[src/lse_pkg.sv]
`timescale 1ns / 1ps
`default_nettype none
// ----------------------------------------------------------------------------
// lse_pkg
// Shared constants and controller/datapath interface types for the
// log series evaluator.
// ----------------------------------------------------------------------------
package lse_pkg;

   // default parameter values
   localparam int DEF_MAX_TERMS = 64;
   localparam int DEF_FRAC_BITS = 14;

   // configuration register file
   localparam int CSR_DATA_BITS = 32;
   localparam int CSR_ADDR_BITS = 3;
   localparam int CSR_IDX_BITS  = CSR_ADDR_BITS - 2;
   localparam int CFG_BITS      = 7;

   localparam logic [CSR_IDX_BITS-1:0] REG_TERM_COUNT = 1'b0;
   localparam logic [CFG_BITS-1:0]     TERM_RESET     = 7'd16;

   // controller to datapath
   typedef struct packed {
      logic load;       // take the argument, set up u, sum and term index
      logic mul;        // register the power times u
      logic div_load;   // floor shift, saturate, start the divider
      logic div_step;   // one restoring divide step
      logic acc;        // add or subtract the term, next term index
      logic emit;       // move the sum into the output register
   } lse_cmd_type;

   // datapath to controller
   typedef struct packed {
      logic term_pending;  // term index within the term count
      logic last_term;     // current term index is the last one
      logic out_free;      // output register may be loaded
   } lse_stat_type;

endpackage
`default_nettype wire

[src/log_series_evaluator_unit.sv]
`timescale 1ns / 1ps
`default_nettype none
// ----------------------------------------------------------------------------
// log_series_evaluator_unit
// Natural log of an unsigned fixed-point argument by the series in u = x - 1,
// summed over a configurable number of terms.
// ----------------------------------------------------------------------------
// per item: the first term u is set up on accept, then terms 2 to N, with
//   N = min(term_count, MAX_TERMS), each run a multiply, a floor shift and
//   saturate, FRAC_BITS + 2 restoring divide steps and an accumulate
// one item in flight: a new item is not taken until the result has moved
//   into the output register
// the next item is taken while the previous result waits in the output register
// reset: synchronous, active high; term_count returns to 16, no clearing pass
// ----------------------------------------------------------------------------
module log_series_evaluator_unit #(
   parameter int MAX_TERMS = lse_pkg::DEF_MAX_TERMS,
   parameter int FRAC_BITS = lse_pkg::DEF_FRAC_BITS,
   localparam int IN_TW  = ((FRAC_BITS + 2 + 7) / 8) * 8,
   localparam int OUT_TW = ((FRAC_BITS + 6 + 7) / 8) * 8
) (
   input  wire                                  clock,
   input  wire                                  reset,
   // input items
   input  wire                                  req_tvalid,
   output logic                                 req_tready,
   input  wire  [IN_TW-1:0]                     req_tdata,   // x_value, zero pad
   // result items
   output logic                                 rsp_tvalid,
   input  wire                                  rsp_tready,
   output logic [OUT_TW-1:0]                    rsp_tdata,   // ln_approx, zero pad
   // configuration
   input  wire                                  csr_psel,
   input  wire                                  csr_penable,
   input  wire                                  csr_pwrite,
   input  wire  [lse_pkg::CSR_ADDR_BITS-1:0]    csr_paddr,
   input  wire  [lse_pkg::CSR_DATA_BITS-1:0]    csr_pwdata,
   output logic [lse_pkg::CSR_DATA_BITS-1:0]    csr_prdata,
   output logic                                 csr_pready
);

   localparam int IN_BITS  = FRAC_BITS + 2;
   localparam int OUT_BITS = FRAC_BITS + 6;

   // register file: term_count only
   logic [lse_pkg::CFG_BITS-1:0]     term_count_ff;
   logic [lse_pkg::CSR_IDX_BITS-1:0] csr_idx;
   logic                             csr_wr;

   assign csr_idx    = csr_paddr[lse_pkg::CSR_ADDR_BITS-1:2];
   assign csr_wr     = csr_psel && csr_penable && csr_pwrite && csr_pready;
   assign csr_pready = 1'b1;

   always_ff @(posedge clock) begin
      if (reset) begin
         term_count_ff <= lse_pkg::TERM_RESET;
      end else if (csr_wr && (csr_idx == lse_pkg::REG_TERM_COUNT)) begin
         term_count_ff <= csr_pwdata[lse_pkg::CFG_BITS-1:0];
      end
   end

   // reads of unknown registers return zero
   always_comb begin
      csr_prdata = '0;
      if (csr_idx == lse_pkg::REG_TERM_COUNT) begin
         csr_prdata = lse_pkg::CSR_DATA_BITS'(term_count_ff);
      end
   end

   // controller <-> datapath
   lse_pkg::lse_cmd_type  cmd;
   lse_pkg::lse_stat_type stat;

   logic signed [OUT_BITS-1:0] ln_approx;

   lse_ctrl #(
      .FRAC_BITS (FRAC_BITS)
   ) u_ctrl (
      .clock      (clock),
      .reset      (reset),
      .req_tvalid (req_tvalid),
      .req_tready (req_tready),
      .stat       (stat),
      .cmd        (cmd)
   );

   lse_dpath #(
      .MAX_TERMS (MAX_TERMS),
      .FRAC_BITS (FRAC_BITS)
   ) u_dpath (
      .clock      (clock),
      .reset      (reset),
      .cmd        (cmd),
      .stat       (stat),
      .x_value    (req_tdata[IN_BITS-1:0]),
      .term_count (term_count_ff),
      .rsp_tready (rsp_tready),
      .rsp_tvalid (rsp_tvalid),
      .ln_approx  (ln_approx)
   );

   // result packed from bit 0, upper bits zero
   assign rsp_tdata = OUT_TW'($unsigned(ln_approx));

endmodule
`default_nettype wire

[src/lse_ctrl.sv]
`timescale 1ns / 1ps
`default_nettype none
// ----------------------------------------------------------------------------
// lse_ctrl
// Sequencer that steps the datapath through multiply, divide and accumulate
// for every series term after the first.
// ----------------------------------------------------------------------------
module lse_ctrl #(
   parameter int FRAC_BITS = lse_pkg::DEF_FRAC_BITS
) (
   input  wire                  clock,
   input  wire                  reset,
   input  wire                  req_tvalid,
   output logic                 req_tready,
   input  lse_pkg::lse_stat_type stat,
   output lse_pkg::lse_cmd_type  cmd
);

   localparam int DW = FRAC_BITS + 2;
   localparam int CW = $clog2(DW);

   localparam logic [2:0] S_IDLE  = 3'd0;
   localparam logic [2:0] S_CHECK = 3'd1;
   localparam logic [2:0] S_MUL   = 3'd2;
   localparam logic [2:0] S_DIVLD = 3'd3;
   localparam logic [2:0] S_DIV   = 3'd4;
   localparam logic [2:0] S_ACC   = 3'd5;
   localparam logic [2:0] S_DONE  = 3'd6;

   logic [2:0]    state_ff, state_in;
   logic [CW-1:0] cnt_ff, cnt_in;

   always_comb begin
      state_in = state_ff;
      cnt_in   = cnt_ff;
      cmd      = '0;
      case (state_ff)
         S_IDLE: begin
            if (req_tvalid) begin
               cmd.load = 1'b1;
               state_in = S_CHECK;
            end
         end
         S_CHECK: begin
            state_in = stat.term_pending ? S_MUL : S_DONE;
         end
         S_MUL: begin
            cmd.mul  = 1'b1;
            state_in = S_DIVLD;
         end
         S_DIVLD: begin
            cmd.div_load = 1'b1;
            cnt_in       = '0;
            state_in     = S_DIV;
         end
         S_DIV: begin
            cmd.div_step = 1'b1;
            if (cnt_ff == CW'(DW - 1)) begin
               state_in = S_ACC;
            end else begin
               cnt_in = cnt_ff + 1'b1;
            end
         end
         S_ACC: begin
            cmd.acc  = 1'b1;
            state_in = stat.last_term ? S_DONE : S_MUL;
         end
         S_DONE: begin
            if (stat.out_free) begin
               cmd.emit = 1'b1;
               state_in = S_IDLE;
            end
         end
         default: begin
            state_in = S_IDLE;
         end
      endcase
   end

   assign req_tready = (state_ff == S_IDLE);

   always_ff @(posedge clock) begin
      if (reset) begin
         state_ff <= S_IDLE;
         cnt_ff   <= '0;
      end else begin
         state_ff <= state_in;
         cnt_ff   <= cnt_in;
      end
   end

endmodule
`default_nettype wire

[src/lse_dpath.sv]
`timescale 1ns / 1ps
`default_nettype none
// ----------------------------------------------------------------------------
// lse_dpath
// Power register with shared multiplier, restoring divider by the term
// index, saturating accumulator and output register.
// ----------------------------------------------------------------------------
module lse_dpath #(
   parameter int MAX_TERMS = lse_pkg::DEF_MAX_TERMS,
   parameter int FRAC_BITS = lse_pkg::DEF_FRAC_BITS
) (
   input  wire                          clock,
   input  wire                          reset,
   input  lse_pkg::lse_cmd_type         cmd,
   output lse_pkg::lse_stat_type        stat,
   input  wire  [FRAC_BITS+1:0]         x_value,
   input  wire  [lse_pkg::CFG_BITS-1:0] term_count,
   input  wire                          rsp_tready,
   output logic                         rsp_tvalid,
   output logic signed [FRAC_BITS+5:0]  ln_approx
);

   localparam int IN_BITS = FRAC_BITS + 2;
   localparam int PW      = FRAC_BITS + 2;   // power, signed Q1.F
   localparam int PRODW   = 2 * PW;
   localparam int SHW     = PRODW - FRAC_BITS;
   localparam int SW      = FRAC_BITS + 6;   // sum, signed Q5.F
   localparam int DW      = PW;              // divider dividend magnitude
   localparam int KW      = $clog2(MAX_TERMS + 1);

   localparam logic [IN_BITS:0] ONE_U = {{(IN_BITS - FRAC_BITS){1'b0}}, 1'b1,
                                         {FRAC_BITS{1'b0}}};
   localparam logic signed [PW:0]    U_HI  = {2'b00, {(PW-1){1'b1}}};
   localparam logic signed [PW:0]    U_LO  = {2'b11, {(PW-1){1'b0}}};
   localparam logic signed [PW-1:0]  P_HI  = {1'b0, {(PW-1){1'b1}}};
   localparam logic signed [PW-1:0]  P_LO  = {1'b1, {(PW-1){1'b0}}};
   localparam logic signed [SHW-1:0] SH_HI = {3'b000, {(PW-1){1'b1}}};
   localparam logic signed [SHW-1:0] SH_LO = {3'b111, {(PW-1){1'b0}}};
   localparam logic signed [SW:0]    S_HI  = {2'b00, {(SW-1){1'b1}}};
   localparam logic signed [SW:0]    S_LO  = {2'b11, {(SW-1){1'b0}}};

   logic signed [PW-1:0]    us_ff;
   logic signed [PW-1:0]    p_ff;
   logic signed [PRODW-1:0] prod_ff;
   logic signed [SW-1:0]    sum_ff;
   logic [KW:0]             k_ff;
   logic [KW-1:0]           n_ff;
   logic [DW-1:0]           quo_ff;
   logic [KW-1:0]           rem_ff;
   logic                    neg_ff;
   logic                    rsp_valid_ff;
   logic signed [SW-1:0]    rsp_data_ff;

   // argument setup
   logic signed [IN_BITS:0] u_w;
   logic signed [PW-1:0]    us_w;
   logic [31:0]             tc_w;
   logic [KW-1:0]           n_w;

   assign u_w  = $signed({1'b0, x_value}) - $signed(ONE_U);
   assign us_w = (u_w > U_HI) ? P_HI : (u_w < U_LO) ? P_LO : u_w[PW-1:0];
   assign tc_w = 32'(term_count);
   assign n_w  = (tc_w > 32'(MAX_TERMS)) ? KW'(MAX_TERMS) : KW'(tc_w);

   // floor shift of the product and saturation to Q1.F
   logic signed [SHW-1:0] sh_w;
   logic signed [PW-1:0]  p_w;
   logic [DW-1:0]         mag_w;

   assign sh_w  = prod_ff[PRODW-1:FRAC_BITS];
   assign p_w   = (sh_w > SH_HI) ? P_HI : (sh_w < SH_LO) ? P_LO : sh_w[PW-1:0];
   assign mag_w = p_w[PW-1] ? DW'(~p_w + 1'b1) : DW'(p_w);

   // restoring divide step
   logic [KW:0]   shl_w;
   logic [KW+1:0] diff_w;

   assign shl_w  = {rem_ff, quo_ff[DW-1]};
   assign diff_w = {1'b0, shl_w} - {2'b00, k_ff[KW-1:0]};

   // accumulate with saturation
   logic signed [SW:0] q_ext_w;
   logic signed [SW:0] acc_w;
   logic signed [SW:0] sum_ext_w;
   logic               sub_w;

   assign q_ext_w   = $signed({{(SW + 1 - DW){1'b0}}, quo_ff});
   assign sum_ext_w = {sum_ff[SW-1], sum_ff};
   assign sub_w     = neg_ff ^ ~k_ff[0];
   assign acc_w     = sub_w ? (sum_ext_w - q_ext_w) : (sum_ext_w + q_ext_w);

   always_ff @(posedge clock) begin
      if (cmd.load) begin
         us_ff  <= us_w;
         p_ff   <= us_w;
         sum_ff <= {{(SW - IN_BITS - 1){u_w[IN_BITS]}}, u_w};
         k_ff   <= (KW+1)'(2);
         n_ff   <= n_w;
      end
      if (cmd.mul) begin
         prod_ff <= p_ff * us_ff;
      end
      if (cmd.div_load) begin
         p_ff   <= p_w;
         quo_ff <= mag_w;
         neg_ff <= p_w[PW-1];
         rem_ff <= '0;
      end
      if (cmd.div_step) begin
         if (!diff_w[KW+1]) begin
            rem_ff <= diff_w[KW-1:0];
            quo_ff <= {quo_ff[DW-2:0], 1'b1};
         end else begin
            rem_ff <= shl_w[KW-1:0];
            quo_ff <= {quo_ff[DW-2:0], 1'b0};
         end
      end
      if (cmd.acc) begin
         sum_ff <= (acc_w > S_HI) ? S_HI[SW-1:0] :
                   (acc_w < S_LO) ? S_LO[SW-1:0] : acc_w[SW-1:0];
         k_ff   <= k_ff + 1'b1;
      end
      if (cmd.emit) begin
         rsp_data_ff <= sum_ff;
      end
   end

   always_ff @(posedge clock) begin
      if (reset) begin
         rsp_valid_ff <= 1'b0;
      end else if (cmd.emit) begin
         rsp_valid_ff <= 1'b1;
      end else if (rsp_tready) begin
         rsp_valid_ff <= 1'b0;
      end
   end

   assign stat.term_pending = (k_ff <= {1'b0, n_ff});
   assign stat.last_term    = (k_ff >= {1'b0, n_ff});
   assign stat.out_free     = !rsp_valid_ff || rsp_tready;

   assign rsp_tvalid = rsp_valid_ff;
   assign ln_approx  = rsp_data_ff;

   // divisor stays a real term index while dividing
   a_div_index: assert property (@(posedge clock) disable iff (reset)
      cmd.div_step |-> (k_ff >= (KW+1)'(2)) && (k_ff <= {1'b0, n_ff}))
      else $error("divide step with term index out of range");

   a_cmd_onehot: assert property (@(posedge clock) disable iff (reset)
      $onehot0(cmd))
      else $error("more than one datapath command at once");

   a_emit_free: assert property (@(posedge clock) disable iff (reset)
      cmd.emit |-> stat.out_free)
      else $error("output register overwritten before it was taken");

   a_acc_next: assert property (@(posedge clock) disable iff (reset)
      cmd.acc |=> k_ff == $past(k_ff) + 1'b1)
      else $error("term index did not advance after accumulate");

endmodule
`default_nettype wire

[config.mk]
export PLATFORM = sky130hd
export DESIGN_NAME = log_series_evaluator_unit
export DESIGN_NICKNAME = d
export VERILOG_FILES = /design/src/lse_pkg.sv /design/src/log_series_evaluator_unit.sv /design/src/lse_ctrl.sv /design/src/lse_dpath.sv
export SDC_FILE = /design/constraint.sdc
export NUM_CORES = 1
export LEC_CHECK = 0
export ABC_AREA = 1
export BUFFER_PORTS_ARGS = -buffer_cell sky130_fd_sc_hd__buf_2
export CELL_PAD_IN_SITES_DETAIL_PLACEMENT = 0
export CELL_PAD_IN_SITES_GLOBAL_PLACEMENT = 1
export CORE_UTILIZATION = 40
export CTS_CLUSTER_DIAMETER = 40
export DETAILED_ROUTE_END_ITERATION = 12
export PLACE_DENSITY_LB_ADDON = 0.12
export RECOVER_POWER = 50
export SETUP_SLACK_MARGIN = 0.2
export SYNTH_ARGS = -nofsm -noshare
export SYNTH_HDL_FRONTEND = slang
export SYNTH_SLANG_ARGS = --single-unit
[constraint.sdc]
create_clock -name clock -period 11.9 [get_ports clock]
set_clock_uncertainty 0.1 [all_clocks]
set_input_delay 0.595 -clock clock [delete_from_list [all_inputs] [get_ports clock]]
set_output_delay 0.595 -clock clock [all_outputs]
set_load 0.05 [all_outputs]
==> results.txt <==
IO buf count: 59
Critical R2R Capture: u_dpath.prod_ff[29]
final period utilization: 0.577
Synth Instances: 2410
Routed WL: 50.4 mm
TNS Setup: 0 ns
status: finished with violations
PostCTS Resize Cnt: 0
row cnt: 79
routed vias/inst: 4.83
routing usage on met1: 0.316
initial DRC count: 947
Global Route Usage Sum: 0.220
# IOs: 117
Reg-to-Reg Start: u_dpath.p_ff[15]
DRC Markers: 3
# fillers: 4884
Slew @ Worst Pin: 1.37 ns
Worst EP arrival: 6.94 ns
most common flop cell mapped by yosys: edfxtp_1
clk buf depth: 2
post-synth top area cell: fa_1
Post-DP HPWL: 40.2 mm
first-pass GRT wire length: 83.4 mm
Detail Route Antenna Nets: 0
critical path class: flip-flop to flip-flop
CP max FO: 16
slew margin rel.: 0.0885
worst-skew pair later-pin latency: 0.44 ns
met2 usage: 0.360
largest net degree at the start of global routing: 33
Die Ht: 221 µm
CTS tree: built
core area: 46900 µm²
f_max: 146 MHz
r2r setup slk: 5.03 ns
setup bufs post-CTS: 0
CTS Root Cell: clkbuf_16
layer with the highest usage: met2
ant diodes: 0
minimum clock period: 6.87 ns
vias in the first global route: 15311
Synthesis Warnings: 0
wire length per cell: 16.6 µm
H-Tree Depth: 4
top post-synthesis cells by area: fa_1 (27%), edfxtp_1 (20%), inv_1 (12%), nand2_1 (11%), ha_1 (7.8%)
post-synth cell types: 48
syn_area_per_cell: 7.95 µm²
# clock sinks: 144
RSZ-0062 raised after global routing: no
Initial Utilization: 0.409
Max-Cap Viols: 0
fin nets: 2864
final setup violation count: 0
Post-synth EDFFs: 129
crit end category: flip-flop
CTS Buf Count: 17
chip width: 221 µm
via count: 14696
gr ovfl total: 0
Final Max Slew Viols: 0
Seq/Total Area, Yosys: 0.218
layout overhead on the synthesized area: 6.85%
hold buffer count at CTS: 0
Req. time, crit path: 11.97 ns
drt pass-1 iters: 9
Die ar.: 48800 µm²
sequential cell area: 4170 µm²
Seq cells post-synth: 144
multi-input logic area: 12200 µm²
Reg2Reg Depth: 18
Cell Area, Synth: 19200 µm²
hold depth: 3
Async S/R FF share, synth: 0
met3 Use GR: 0.0252
register clock-pin slew on the reported worst setup and hold paths: 0.07 ns
failing checks: DRC
initial antenna violation count: 0
Worst Hold Class: input pin to flip-flop
hold wc startpoint: csr_pwdata[4]
RePlAce Congestion: 0.906
startpoint types: flip-flop
worst hold endpoint: term_count_ff[4]
share of cells above drive strength 1: 0.0513
Final Hold Vio Count: 0
top-area cell type share of the netlist area: 0.275
[flip-flops by register name, indices dropped and copies added, names as in the netlist]
name and cells:
u_dpath.prod_ff 18, u_ctrl.cnt_ff 4, u_dpath.rem_ff 7, u_dpath.quo_ff 16
u_dpath.n_ff 7, u_dpath.rsp_tvalid 1, u_dpath.neg_ff 1, u_ctrl.state_ff 3
term_count_ff 7, u_dpath.p_ff 16, u_dpath.ln_approx 20, u_dpath.k_ff 8
u_dpath.sum_ff 20, u_dpath.us_ff 16
[critical path, stage by stage (launching register included)]
cell,delay (ns)
edfxtp_1,0.87
nand2_1,0.26
fa_1,0.62
inv_1,0.07
fa_1,1.03
fa_1,0.54
fa_1,0.47
fa_1,0.54
inv_1,0.05
fa_1,0.52
inv_1,0.04
ha_1,0.37
a21oi_1,0.24
o21ai_0,0.18
a21oi_1,0.17
o21ai_0,0.11
a21oi_1,0.13
nand2_1,0.09
xor2_1,0.16
[logic make-up (layout without fill, tap and decap cells)]
kind of cell	Yosys count	in the layout	synth area share
AOI/OAI and AO/OA	216	216	0.0631
xor gates and xnor gates	61	61	0.0279
adders and majority gates	382	382	0.352
buffers and inverters	746	745	0.154
DFF	144	144	0.218
other	2	30	0.000392
and+or+nand+nor	859	859	0.185
[synthesized netlist by cell type, types with 9 or more instances]
cell,number
nor4_1,10
nor3_1,19
dfxtp_1,15
or2_2,9
ha_1,119
xnor2_1,19
xor2_1,42
nand2_1,571
o21bai_1,10
nand4_1,12
o21ai_0,76
buf_4,33
nor2_1,130
nand3_1,76
edfxtp_1,129
inv_1,629
a21oi_1,98
fa_1,263
clkbuf_1,68
[worst max-delay path by stage]
stage,startpoint,to,slack (ns),depth (start not counted)
6_report,u_dpath.p_ff[15],u_dpath.prod_ff[29],5.03,18
5_1_grt,u_dpath.p_ff[15],u_dpath.prod_ff[28],4.52,20
4_1_cts,u_dpath.p_ff[15],u_dpath.prod_ff[28],4.98,20
3_5_place_dp,u_dpath.p_ff[15],u_dpath.prod_ff[28],5.02,20
3_3_place_gp,u_dpath.p_ff[15],u_dpath.prod_ff[28],5.06,20
2_1_floorplan,u_dpath.us_ff[5],u_dpath.prod_ff[29],5.86,20
[metal layers]
| metal | part of all wire | up-vias | wire (µm) |
|---|---|---|---|
| li1 | - | 7160 | - |
| met1 | 0.49 | 7228 | 24700 |
| met2 | 0.46 | 267 | 23200 |
| met3 | 0.035 | 41 | 1760 |
| met4 | 0.015 | 0 | 741 |
| met5 | 0 | - | 0 |
[cell type report]
type	instances	share of cell area
clock inverter	15	0.00972
clock buffer	17	0.0208
multi-input combinational	1548	0.593
timing repair buffer	78	0.0187
sequential	144	0.204
tap	607	0.0371
inverter	635	0.116
[metrics by stage]
| step | hold slack, ns | setup slack [ns] | instance area (µm²) | util | std cells |
|---|---|---|---|---|---|
| after floorplan | 0.326 | 5.86 | 19300 | - | 2438 |
| after global placement | 0.335 | 5.06 | 19900 | 0.425 | 3012 |
| after detailed placement | 0.335 | 5.02 | 19900 | 0.425 | 3012 |
| after CTS | 0.270 | 4.98 | 20500 | 0.438 | 3044 |
| after global routing | 0.311 | 4.52 | 20500 | 0.437 | 3044 |
| final | 0.282 | 5.03 | 20500 | 0.437 | 3044 |
[cells in the final DEF, fill, tap and decap left out, types with 5 or more instances in the layout]
cell type and instances:
inv_6 5, buf_4 15, clkbuf_16 17, inv_1 629
o211ai_1 8, or2_2 9, conb_1 30, buf_2 27
nand2_2 8, inv_2 6, nor2_2 7, nand3b_1 5
fa_1 263, dfxtp_1 15, nand3_1 76, nor4_1 10
a21oi_1 98, edfxtp_1 129, a21oi_2 8, nand2_1 571
nor3_1 19, o21ai_0 74, ha_1 119, clkbuf_1 36
nand4_1 12, xor2_1 42, nor2_1 130, o21bai_1 10
xnor2_1 19
Power is not shown: default switching activity piles up to over one toggle a cycle in this logic, so the estimate is an artifact.
